===== src/page_framebuffer_rect_engine_macros.svh =====
// ---------------------------------------------------------------------------
// Assertion macros for the page framebuffer rectangle engine
// Clocked on clk, disabled while arst_n is low.
// ---------------------------------------------------------------------------
`ifndef PAGE_FRAMEBUFFER_RECT_ENGINE_MACROS_SVH
`define PAGE_FRAMEBUFFER_RECT_ENGINE_MACROS_SVH

// check a property at every clock edge out of reset
`define PFRE_ASSERT(lbl, prop, msg) \
	lbl: assert property (@(posedge clk) disable iff (!arst_n) prop) else $error(msg);

// check that a condition never holds
`define PFRE_NEVER(lbl, cond, msg) \
	lbl: assert property (@(posedge clk) disable iff (!arst_n) !(cond)) else $error(msg);

`endif


===== src/pfre_pkg.sv =====
// ---------------------------------------------------------------------------
// pfre_pkg
// Shared types and helpers of the page framebuffer rectangle engine.
// ---------------------------------------------------------------------------
package pfre_pkg;

	localparam int PAGE_HEIGHT = 8;

	// kinds of an input word
	localparam logic KIND_DRAW = 1'b0;
	localparam logic KIND_READ = 1'b1;

	// modify operation carried with one byte access
	typedef struct packed {
		logic       clear;     // write zero, ignore stored byte
		logic       erase;     // apply area mask
		logic       black;     // area mask sets (1) or clears (0)
		logic [7:0] area_mask; // rows of the area in this page
		logic [7:0] set_mask;  // border rows set afterwards
	} mod_t;

	// apply one modify operation to a stored byte
	function automatic logic [7:0] apply_mod(input mod_t op, input logic [7:0] old);
		logic [7:0] v;
		v = old;
		if (op.erase) begin
			v = op.black ? (v | op.area_mask) : (v & ~op.area_mask);
		end
		v = v | op.set_mask;
		return op.clear ? 8'h00 : v;
	endfunction

endpackage


===== src/pfre_walk.sv =====
// ---------------------------------------------------------------------------
// pfre_walk
// Access sequencer: clearing pass after reset, then one walk per rectangle
// over its columns and the panel pages, with the byte masks for each access.
// ---------------------------------------------------------------------------
module pfre_walk #(
	parameter int COLUMNS = 84,
	parameter int ROWS = 48,
	parameter int PAGES = 6,
	localparam int DEPTH = COLUMNS * PAGES,
	localparam int AW = (DEPTH > 1) ? $clog2(DEPTH) : 1,
	localparam int PG_W = (PAGES > 1) ? $clog2(PAGES) : 1
) (
	input  logic                clk,
	input  logic                arst_n,
	input  logic                start,
	input  logic [7:0]          left_x,
	input  logic [7:0]          top_y,
	input  logic [7:0]          extent_x,
	input  logic [7:0]          extent_y,
	input  logic                draw_border,
	input  logic                erase_inside,
	input  logic                fill_black,
	output logic                idle,
	output logic                issue_vld,
	output logic [AW-1:0]       issue_addr,
	output pfre_pkg::mod_t      issue_mod
);

	typedef enum logic [2:0] {
		ST_CLEAR = 3'b001,
		ST_IDLE  = 3'b010,
		ST_DRAW  = 3'b100
	} state_t;

	localparam logic [8:0] ROWS_LIM = 9'(ROWS);
	localparam logic [7:0] COL_LIM = 8'(COLUMNS);
	localparam logic [PG_W-1:0] PG_LAST = PG_W'(PAGES - 1);
	localparam logic [AW-1:0] ADDR_LAST = AW'(DEPTH - 1);

	state_t          state_q;
	logic [AW-1:0]   clr_addr_q;
	logic [7:0]      col_i_q;
	logic [PG_W-1:0] pg_q;
	logic [7:0]      x0_q, y0_q, ex_q, ey_q;
	logic            border_q, erase_q, black_q;

	logic [7:0] col_x;
	logic       on_col;
	logic       edge_col;
	logic       last_col;
	logic [7:0] page_row;
	logic [7:0] bot_y;
	logic [7:0] area_mask;
	logic [7:0] edge_rows;
	logic [7:0] set_mask;
	logic       touch;

	// current column and first row of current page
	assign col_x    = x0_q + col_i_q;
	assign on_col   = col_x < COL_LIM;
	assign edge_col = (col_i_q == 8'd0) || (col_i_q == ex_q);
	assign last_col = col_i_q == ex_q;
	assign page_row = 8'(pg_q) << 3;
	assign bot_y    = y0_q + ey_q;

	// per-bit row membership within the current page
	for (genvar n = 0; n < pfre_pkg::PAGE_HEIGHT; n++) begin : g_row
		logic [7:0] row_y;
		logic [7:0] row_off;
		logic       on_panel;
		assign row_y        = page_row | 8'(n);
		assign row_off      = row_y - y0_q;
		assign on_panel     = {1'b0, row_y} < ROWS_LIM;
		assign area_mask[n] = on_panel && (row_off <= ey_q);
		assign edge_rows[n] = on_panel && ((row_y == y0_q) || (row_y == bot_y));
	end

	assign set_mask = border_q ? (edge_col ? area_mask : edge_rows) : 8'h00;
	assign touch    = on_col && ((erase_q && (area_mask != 8'h00)) || (set_mask != 8'h00));

	// issue at most one byte access per cycle
	always_comb begin
		issue_vld  = 1'b0;
		issue_addr = clr_addr_q;
		issue_mod  = '0;
		unique case (state_q)
			ST_CLEAR: begin
				issue_vld       = 1'b1;
				issue_mod.clear = 1'b1;
			end
			ST_DRAW: begin
				issue_vld           = touch;
				issue_addr          = AW'(AW'(col_x) * AW'(PAGES) + AW'(pg_q));
				issue_mod.erase     = erase_q;
				issue_mod.black     = black_q;
				issue_mod.area_mask = area_mask;
				issue_mod.set_mask  = set_mask;
			end
			default: begin
			end
		endcase
	end

	assign idle = state_q == ST_IDLE;

	// sequence state and counters
	always_ff @(posedge clk or negedge arst_n) begin
		if (!arst_n) begin
			state_q    <= ST_CLEAR;
			clr_addr_q <= '0;
			col_i_q    <= '0;
			pg_q       <= '0;
		end else begin
			unique case (state_q)
				ST_CLEAR: begin
					clr_addr_q <= clr_addr_q + AW'(1);
					if (clr_addr_q == ADDR_LAST) begin
						state_q <= ST_IDLE;
					end
				end
				ST_IDLE: begin
					if (start) begin
						state_q <= ST_DRAW;
						col_i_q <= '0;
						pg_q    <= '0;
					end
				end
				ST_DRAW: begin
					// skip off-panel columns whole, else step pages
					if (!on_col || (pg_q == PG_LAST)) begin
						pg_q <= '0;
						if (last_col) begin
							state_q <= ST_IDLE;
						end else begin
							col_i_q <= col_i_q + 8'd1;
						end
					end else begin
						pg_q <= pg_q + PG_W'(1);
					end
				end
				default: begin
					state_q <= ST_IDLE;
				end
			endcase
		end
	end

	// hold rectangle fields for the walk
	always_ff @(posedge clk) begin
		if (start && (state_q == ST_IDLE)) begin
			x0_q     <= left_x;
			y0_q     <= top_y;
			ex_q     <= extent_x;
			ey_q     <= extent_y;
			border_q <= draw_border;
			erase_q  <= erase_inside;
			black_q  <= fill_black;
		end
	end

endmodule


===== config.mk =====
export PLATFORM = sky130hd
export DESIGN_NAME = pfre_walk
export DESIGN_NICKNAME = d
export VERILOG_FILES = /design/src/page_framebuffer_rect_engine_macros.svh /design/src/pfre_pkg.sv /design/src/pfre_walk.sv
export SDC_FILE = /design/constraint.sdc
export NUM_CORES = 1
export LEC_CHECK = 0
export ABC_AREA = 1
export BUFFER_PORTS_ARGS = -buffer_cell sky130_fd_sc_hd__clkbuf_2
export CAP_MARGIN = 10
export CORE_UTILIZATION = 50
export CTS_BUF_LIST = sky130_fd_sc_hd__clkbuf_4 sky130_fd_sc_hd__clkbuf_8
export DETAILED_ROUTE_END_ITERATION = 16
export GPL_TIMING_DRIVEN = 0
export PLACE_DENSITY = 0.74
export SLEW_MARGIN = 20
export SYNTH_ARGS = -nofsm -noshare
export SYNTH_HDL_FRONTEND = slang
export SYNTH_SLANG_ARGS = --single-unit
export TNS_END_PERCENT = 5

===== constraint.sdc =====
create_clock -name clk -period 4.4 [get_ports clk]
set_input_delay 0.44 -clock clk [delete_from_list [all_inputs] [get_ports clk]]
set_output_delay 0.44 -clock clk [all_outputs]
set_load 0.05 [all_outputs]

# After elaboration in Yosys (flattened, before gate mapping)
# Index checks and enable logic that the tools add are counted.
[totals]
elab_cells = 126
output_inout_bits = 30
ff_bits = 58
[classes]
n_mul = 1
n_lt_le_gt_ge = 17
add_sub_neg = 14
reduce_logical = 38
eq_ne = 27
muxes = 18
[op_table]
columns = ["op", "count"]
rows = [
  ["== test 6 x 8 -> 1 bit", 16],
  ["<= comparator 8 bit", 8],
  ["subtractor 6 x 8 -> 8 bit", 8],
  ["< comparator 6 bit, second input constant", 8],
  ["two-way mux 8 bit", 5],
  ["logical AND 1 bit", 19],
  ["two-way mux 18 bit", 1],
  ["two-way mux 3 bit", 6],
  ["adder 8 bit", 2],
  ["case mux 8 bit (2 select lines)", 1],
  ["nonzero test 8 bit", 2],
  ["logical OR 1 bit", 11],
  ["inequality test 2 bit, second input constant", 5],
  ["adder 9 x 1 -> 9 bit, second input constant", 1],
  ["adder 9 x 3 -> 9 bit", 1],
  ["== test 9 bit, second input constant", 1],
  ["two-way mux 9 bit", 1],
  ["case mux 3 bit (3 select lines)", 1],
  ["adder 8 x 1 -> 8 bit, second input constant", 1],
  ["== test 8 bit", 1],
  ["zero test 8 bit", 1],
  ["< comparator 8 x 7 -> 1 bit, second input constant", 1],
  ["multiplier 8 x 2 -> 8 bit, second input constant", 1],
  ["AND reduction 4 bit", 2],
  ["other kinds (10)", 11],
]

# Depth between registers and ports, before layout
[logic_depth]
word_depth = 10
ltp_mapped = 24

# Least setup slack after synthesis
# Ideal clock, no wire load.
[synth_path]
path_type = "flip-flop to output port"
startpoint = "register col_i_q[0]"
endpoint = "output port issue_addr[8]"
t_arrival_ns = 3.743
path_buffers = 0
t_required_ns = 3.960
slack_ns = 0.217
path_stages_with_launch = 13
path_cell_list = "dfrtp_1 -> ha_1 -> fa_1 -> ha_1 -> fa_1 -> xor2_1 -> inv_1 -> nor2_1 -> nand3_1 -> nor2_1 -> nand2_1 -> xor2_1 -> o21ai_0"
[synth_between]
elab_chain_cells = 4
[synth_lines]
columns = ["item", "line", "text"]
rows = [
  ["from (decl)", "pfre_walk.sv:43", "logic [7:0] col_i_q;"],
  ["from (signal assigned)", "pfre_walk.sv:136", "col_i_q <= col_i_q + 8'd1;"],
  ["adder 8 bit", "pfre_walk.sv:60", "assign col_x = x0_q + col_i_q;"],
  ["multiplier 8 x 2 -> 8 bit", "pfre_walk.sv:94", "issue_addr = AW'(AW'(col_x) * AW'(PAGES) + AW'(pg_q));"],
  ["adder 9 x 3 -> 9 bit", "pfre_walk.sv:94", ""],
  ["two-way mux 9 bit", "pfre_walk.sv:87", "unique case (state_q)"],
  ["to (decl)", "pfre_walk.sv:26", "output logic [AW-1:0] issue_addr,"],
]
# Every way passes these cells.

# Worst setup path in the final report
[layout_path]
startpoint = "register pg_q[1]"
endpoint = "output port issue_vld"
[layout_between]
elab_chain_cells = 9
[layout_lines]
columns = ["item", "line", "text"]
rows = [
  ["from (decl)", "pfre_walk.sv:44", "logic [PG_W-1:0] pg_q;"],
  ["from (signal assigned)", "pfre_walk.sv:139", "pg_q <= pg_q + PG_W'(1);"],
  ["subtractor 6 x 8 -> 8 bit / == test 6 x 8 -> 1 bit (equally long branches)", "pfre_walk.sv:73, pfre_walk.sv:76", ""],
  ["<= comparator 8 bit / logical OR 1 bit (equally long branches)", "pfre_walk.sv:75, pfre_walk.sv:76", ""],
  ["logical AND 1 bit (on tied branches)", "pfre_walk.sv:75, pfre_walk.sv:76", ""],
  ["two-way mux 8 bit (2 in a row)", "pfre_walk.sv:79", "assign set_mask = border_q ? (edge_col ? area_mask : edge_rows) : 8'h00;"],
  ["nonzero test 8 bit", "pfre_walk.sv:80", "assign touch = on_col && ((erase_q && (area_mask != 8'h00)) || (set_mask != 8'h00));"],
  ["logical OR 1 bit (*)", "pfre_walk.sv:80", ""],
  ["logical AND 1 bit (*)", "pfre_walk.sv:80", ""],
  ["case mux 1 bit (2 select lines) (*)", "pfre_walk.sv:87", ""],
  ["to (decl)", "pfre_walk.sv:25", "output logic issue_vld,"],
]
# Mark *: on every way between the ends. The rest lies on a longest branch, timed or not.

==> flow_summary.html <==
<table>
<tr><th>Metric</th><th>Value</th></tr>
<tr><th colspan="2">GRT</th></tr>
<tr><td>Global-route wire length before repair</td><td>24.9 mm</td></tr>
<tr><td>Total Routing Usage GR</td><td>24.4%</td></tr>
<tr><td>Met3 GRT Util</td><td>3.92%</td></tr>
<tr><td>Total congestion overflow</td><td>0</td></tr>
<tr><td>Vias in the first global route</td><td>5328</td></tr>
<tr><td>Fraction of met1 tracks used by global routing</td><td>33.1%</td></tr>
<tr><td>Most crowded layer after global routing</td><td>met2</td></tr>
<tr><td>Number of antenna violations at the first check in global routing</td><td>0</td></tr>
<tr><td>Largest net degree at the start of global routing</td><td>36</td></tr>
<tr><td>Global-route met2 utilization</td><td>39.6%</td></tr>
<tr><th colspan="2">Place</th></tr>
<tr><td>Post-Place Cell Area</td><td>6840 um^2</td></tr>
<tr><td>Hpwl dp</td><td>11.7 mm</td></tr>
<tr><td>Gp weighted congestion</td><td>0.941</td></tr>
<tr><td>Count of port buffers added during placement</td><td>67</td></tr>
<tr><td>Pre-CTS setup slack</td><td>-0.131 ns</td></tr>
<tr><th colspan="2">Min path</th></tr>
<tr><td>Path class of the lowest-slack min-delay path</td><td>in2async</td></tr>
<tr><th colspan="2">Worst setup path</th></tr>
<tr><td>Arrival @ worst endpoint</td><td>3.69 ns</td></tr>
<tr><td>Worst setup path startpoint</td><td>pg_q[1]</td></tr>
<tr><td>R2R Setup Slk</td><td>1.54 ns</td></tr>
<tr><td>Endpoint required time on the critical path</td><td>3.96 ns</td></tr>
<tr><td>Source of the worst register-to-register timing path</td><td>col_i_q[0]</td></tr>
<tr><td>Worst Setup Start Kind</td><td>flip-flop</td></tr>
<tr><td>CP Class</td><td>reg2out</td></tr>
<tr><td>Worst reg-to-reg path cell count</td><td>15</td></tr>
<tr><td>Maximum fanout encountered on the critical timing path</td><td>10</td></tr>
<tr><td>Setup crit end kind</td><td>output pin</td></tr>
<tr><th colspan="2">Synth</th></tr>
<tr><td>Average cell area after synthesis</td><td>7.56 um^2</td></tr>
<tr><td>Total number of yosys warnings</td><td>0</td></tr>
<tr><td>Asr flop ratio synth</td><td>39.7%</td></tr>
<tr><td>Number of flops mapped to enable cells by yosys</td><td>35</td></tr>
<tr><td>Synthesized instance count</td><td>833</td></tr>
<tr><td>Distinct cell type count after synthesis</td><td>46</td></tr>
<tr><td>Net count after synthesis</td><td>975</td></tr>
<tr><td>Cell area after technology mapping</td><td>6290 um^2</td></tr>
<tr><td>Top_reg_cell synth</td><td>sky130_fd_sc_hd__edfxtp_1</td></tr>
<tr><td>Register bit total from synthesis</td><td>58</td></tr>
<tr><td>Proportion of synthesized chip area in sequential cells</td><td>25.9%</td></tr>
<tr><th colspan="2">Floorplanning</th></tr>
<tr><td>Starting density of the core</td><td>51.7%</td></tr>
<tr><td>Row count</td><td>40</td></tr>
<tr><td>Core Footprint</td><td>12200 um^2</td></tr>
<tr><td>Chip height</td><td>114 um</td></tr>
<tr><td>Ports placed on the boundary</td><td>68</td></tr>
<tr><td>Die outline area</td><td>13000 um^2</td></tr>
<tr><td>DIE WIDTH</td><td>114 um</td></tr>
<tr><th colspan="2">STA</th></tr>
<tr><td>Share of the clock period used by the worst path after layout</td><td>93.8%</td></tr>
<tr><td>Clock Skew</td><td>0.0105 ns</td></tr>
<tr><td>Fin Hold WS</td><td>0.0800 ns</td></tr>
<tr><td>Highest clock frequency the design can meet</td><td>0.242 GHz</td></tr>
<tr><td>Final worst slack</td><td>0.272 ns</td></tr>
<tr><td>Min cycle time layout</td><td>4.13 ns</td></tr>
<tr><td>Count of endpoints failing hold in the final timing report</td><td>0</td></tr>
<tr><td>Transition time at the pin with the least slew margin</td><td>0.771 ns</td></tr>
<tr><td>Final setup viols</td><td>0</td></tr>
<tr><td>Slew Viols, Final</td><td>0</td></tr>
<tr><td>Total Negative Setup Slacks</td><td>0 ns</td></tr>
<tr><td>Worst slew slack as a fraction of its limit</td><td>48.3%</td></tr>
<tr><th colspan="2">Pwr</th></tr>
<tr><td>Sw frac</td><td>51.9%</td></tr>
<tr><td>Share of power burned in registers</td><td>17.4%</td></tr>
<tr><td>Leakage power summed over all cells</td><td>3.70 nW</td></tr>
<tr><td>Part of the total power dissipated in the clock network</td><td>12.2%</td></tr>
<tr><td>Logic gate share of total power</td><td>70.4%</td></tr>
<tr><td>Power spent charging and discharging nets</td><td>2.26 mW</td></tr>
<tr><td>Cell-internal power</td><td>2.09 mW</td></tr>
<tr><td>Maximum vdd drop</td><td>0.000342 V</td></tr>
<tr><td>Power per standard cell area</td><td>593 nW/um^2</td></tr>
<tr><th colspan="2">Clocking</th></tr>
<tr><td>Number of buffers on the longest clock path</td><td>2</td></tr>
<tr><td>Worst-Skew Late Latency</td><td>0.34 ns</td></tr>
<tr><td>H-tree depth</td><td>3</td></tr>
<tr><td>Clk root buf</td><td>sky130_fd_sc_hd__clkbuf_8</td></tr>
<tr><td>Clock tree from TritonCTS</td><td>done</td></tr>
<tr><td>Num Clock Sinks</td><td>58</td></tr>
<tr><td>Cts bufs inserted</td><td>9</td></tr>
<tr><td>Clock slew at reported path FFs</td><td>0.07 ns</td></tr>
<tr><th colspan="2">Final layout</th></tr>
<tr><td>Fin util</td><td>60.2%</td></tr>
<tr><td>Signed area change from the synthesized netlist to the final layout</td><td>16.4%</td></tr>
<tr><td>Share of final-layout standard cells stronger than drive strength 1</td><td>17.3%</td></tr>
<tr><td>Count of inserted antenna diode cells</td><td>0</td></tr>
<tr><td>Finished layout cell area</td><td>7320 um^2</td></tr>
<tr><td>Layout net count</td><td>1067</td></tr>
<tr><th colspan="2">Outcome</th></tr>
<tr><td>Run status</td><td>complete, no violations</td></tr>
<tr><th colspan="2">Job</th></tr>
<tr><td>Number of max-capacitance violations reported</td><td>0</td></tr>
<tr><th colspan="2">Routing</th></tr>
<tr><td>Overall via count from detail_route</td><td>5666</td></tr>
<tr><td># DRC</td><td>0</td></tr>
<tr><td>Routed wire per std cell</td><td>13.5 um</td></tr>
<tr><td>Routed WL</td><td>14.8 mm</td></tr>
<tr><td>Detailed Routing Iterations Pass 1</td><td>5</td></tr>
<tr><td>Number of nets with antenna violations after detailed routing</td><td>0</td></tr>
<tr><td>Via density per instance</td><td>5.16</td></tr>
<tr><td>Initial DRC Count</td><td>283</td></tr>
</table>
-- power groups by stage --
stage          sequential [mW]  combinational, mW  clock (mW)
4_1_cts                  0.751               2.92       0.548
3_5_place_dp             0.785               2.83           0
6_report                 0.755               3.06       0.531
2_1_floorplan            0.753               2.22           0
3_3_place_gp             0.784               2.78           0
5_1_grt                  0.765               3.47       0.572
-- sequential cells by signal, summed over array words and instances (netlist names) --
name / cells
clr_addr_q: 9
erase_q: 1
border_q: 1
col_i_q: 8
black_q: 1
ey_q: 8
pg_q: 3
ex_q: 8
x0_q: 8
state_q: 3
y0_q: 8
-- worst paths after layout --
check,endpoint
min in group clk,x0_q[3]
max in group asynchronous,pg_q[0]
max reg2reg,col_i_q[5]
max,issue_vld
min reg2reg,clr_addr_q[6]
min,clr_addr_q[7]
-- placed cells by master, fill, tap and decap left out, types with 19 or more instances in the layout --
cell type	netlist	routed
sky130_fd_sc_hd__dfrtp_1	22	19
sky130_fd_sc_hd__xor2_1	58	58
sky130_fd_sc_hd__nand2_1	201	197
sky130_fd_sc_hd__clkbuf_2	0	67
sky130_fd_sc_hd__a21oi_1	54	50
sky130_fd_sc_hd__inv_1	102	98
sky130_fd_sc_hd__nor2_1	70	65
sky130_fd_sc_hd__ha_1	97	93
sky130_fd_sc_hd__nand3_1	41	40
sky130_fd_sc_hd__edfxtp_1	35	35
sky130_fd_sc_hd__o21ai_0	40	30
-- synth_stat cells, drive strengths merged, types with 2 or more instances --
master	count	area (um^2)
a21oi	55	279
a31oi	3	18.8
buf	5	36.3
clkbuf	7	26.3
clkinv	2	7.51
dfrtp	22	551
edfxtp	35	1050
fa	7	140
ha	97	1210
inv	110	413
nand2	203	767
nand3	42	223
nand4	12	90.1
nor2	71	274
nor3	10	60.1
nor4	3	25.0
o211ai	2	15.0
o21a	2	15.0
o21ai	53	277
o22ai	2	12.5
or2	10	62.6
xnor2	12	105
xor2	60	541
-- layout make-up --
type                            count  area (um^2)
Fill cell                        1143         4840
Tap cell                          168          210
Timing Repair Buffer               81          447
Clock inverter                      6         81.3
Multi-Input combinational cell    651         4320
Inverter                          112          423
Sequential cell                    58         1630
Clock buffer                       10          131
Buffer                             12         81.3
-- per-layer routing --
| metal | share of wire [%] | wire (um) | vias up |
|---|---|---|---|
| li1 | - | - | 2910 |
| met1 | 48 | 7130 | 2553 |
| met2 | 45 | 6610 | 175 |
| met3 | 5.3 | 790 | 28 |
| met4 | 2.1 | 309 | 0 |
| met5 | 0 | 0 | - |
-- cell families after synthesis --
kind of cell / after synthesis / share of synthesized area, %
AO/OA/AOI/OAI: 122 / 10.6
XOR/XNOR: 72 / 10.3
adder cells (fa/ha/maj): 104 / 21.5
buffers and inverters: 124 / 7.67
flip-flops: 58 / 25.9
AND/OR/NAND/NOR: 353 / 24.1
-- critical path, stage by stage, from the launching register on --
cell	delay, ns
sky130_fd_sc_hd__dfrtp_2	0.45
sky130_fd_sc_hd__ha_4	0.28
sky130_fd_sc_hd__buf_8	0.15
sky130_fd_sc_hd__nand2_2	0.11
sky130_fd_sc_hd__inv_1	0.18
sky130_fd_sc_hd__nand2_1	0.14
sky130_fd_sc_hd__o21ai_0	0.23
sky130_fd_sc_hd__xor2_1	0.10
sky130_fd_sc_hd__ha_1	0.28
sky130_fd_sc_hd__nand2_1	0.08
sky130_fd_sc_hd__nor2_2	0.17
sky130_fd_sc_hd__nand2_1	0.08
sky130_fd_sc_hd__nand3_1	0.08
sky130_fd_sc_hd__nand2_1	0.07
sky130_fd_sc_hd__nand2_1	0.13
sky130_fd_sc_hd__nand3_1	0.09
sky130_fd_sc_hd__nor2_1	0.09
sky130_fd_sc_hd__nand2_1	0.06
sky130_fd_sc_hd__nand2_1	0.05
sky130_fd_sc_hd__nand2_1	0.05
sky130_fd_sc_hd__nor2_1	0.09
sky130_fd_sc_hd__nand3_1	0.09
sky130_fd_sc_hd__nand2_1	0.07
sky130_fd_sc_hd__nand2_1	0.07
sky130_fd_sc_hd__buf_6	0.16
-- timing repair --
action                                  4_1_cts  5_1_grt
hold buffers                                  0        0
resized for setup                            18       39
pin swaps                                     1        7
buffers inserted                              3       11
endpoints found under the setup margin        8        6
-- through the flow --
stage | power [mW] | instances
5_1_grt | 4.80 | 1098
4_1_cts | 4.21 | 1087
2_1_floorplan | 2.98 | 833
6_report | 4.34 | 1098
3_5_place_dp | 3.61 | 1068
3_3_place_gp | 3.56 | 1068
No activity file was read; power rests on OpenSTA's default activity.
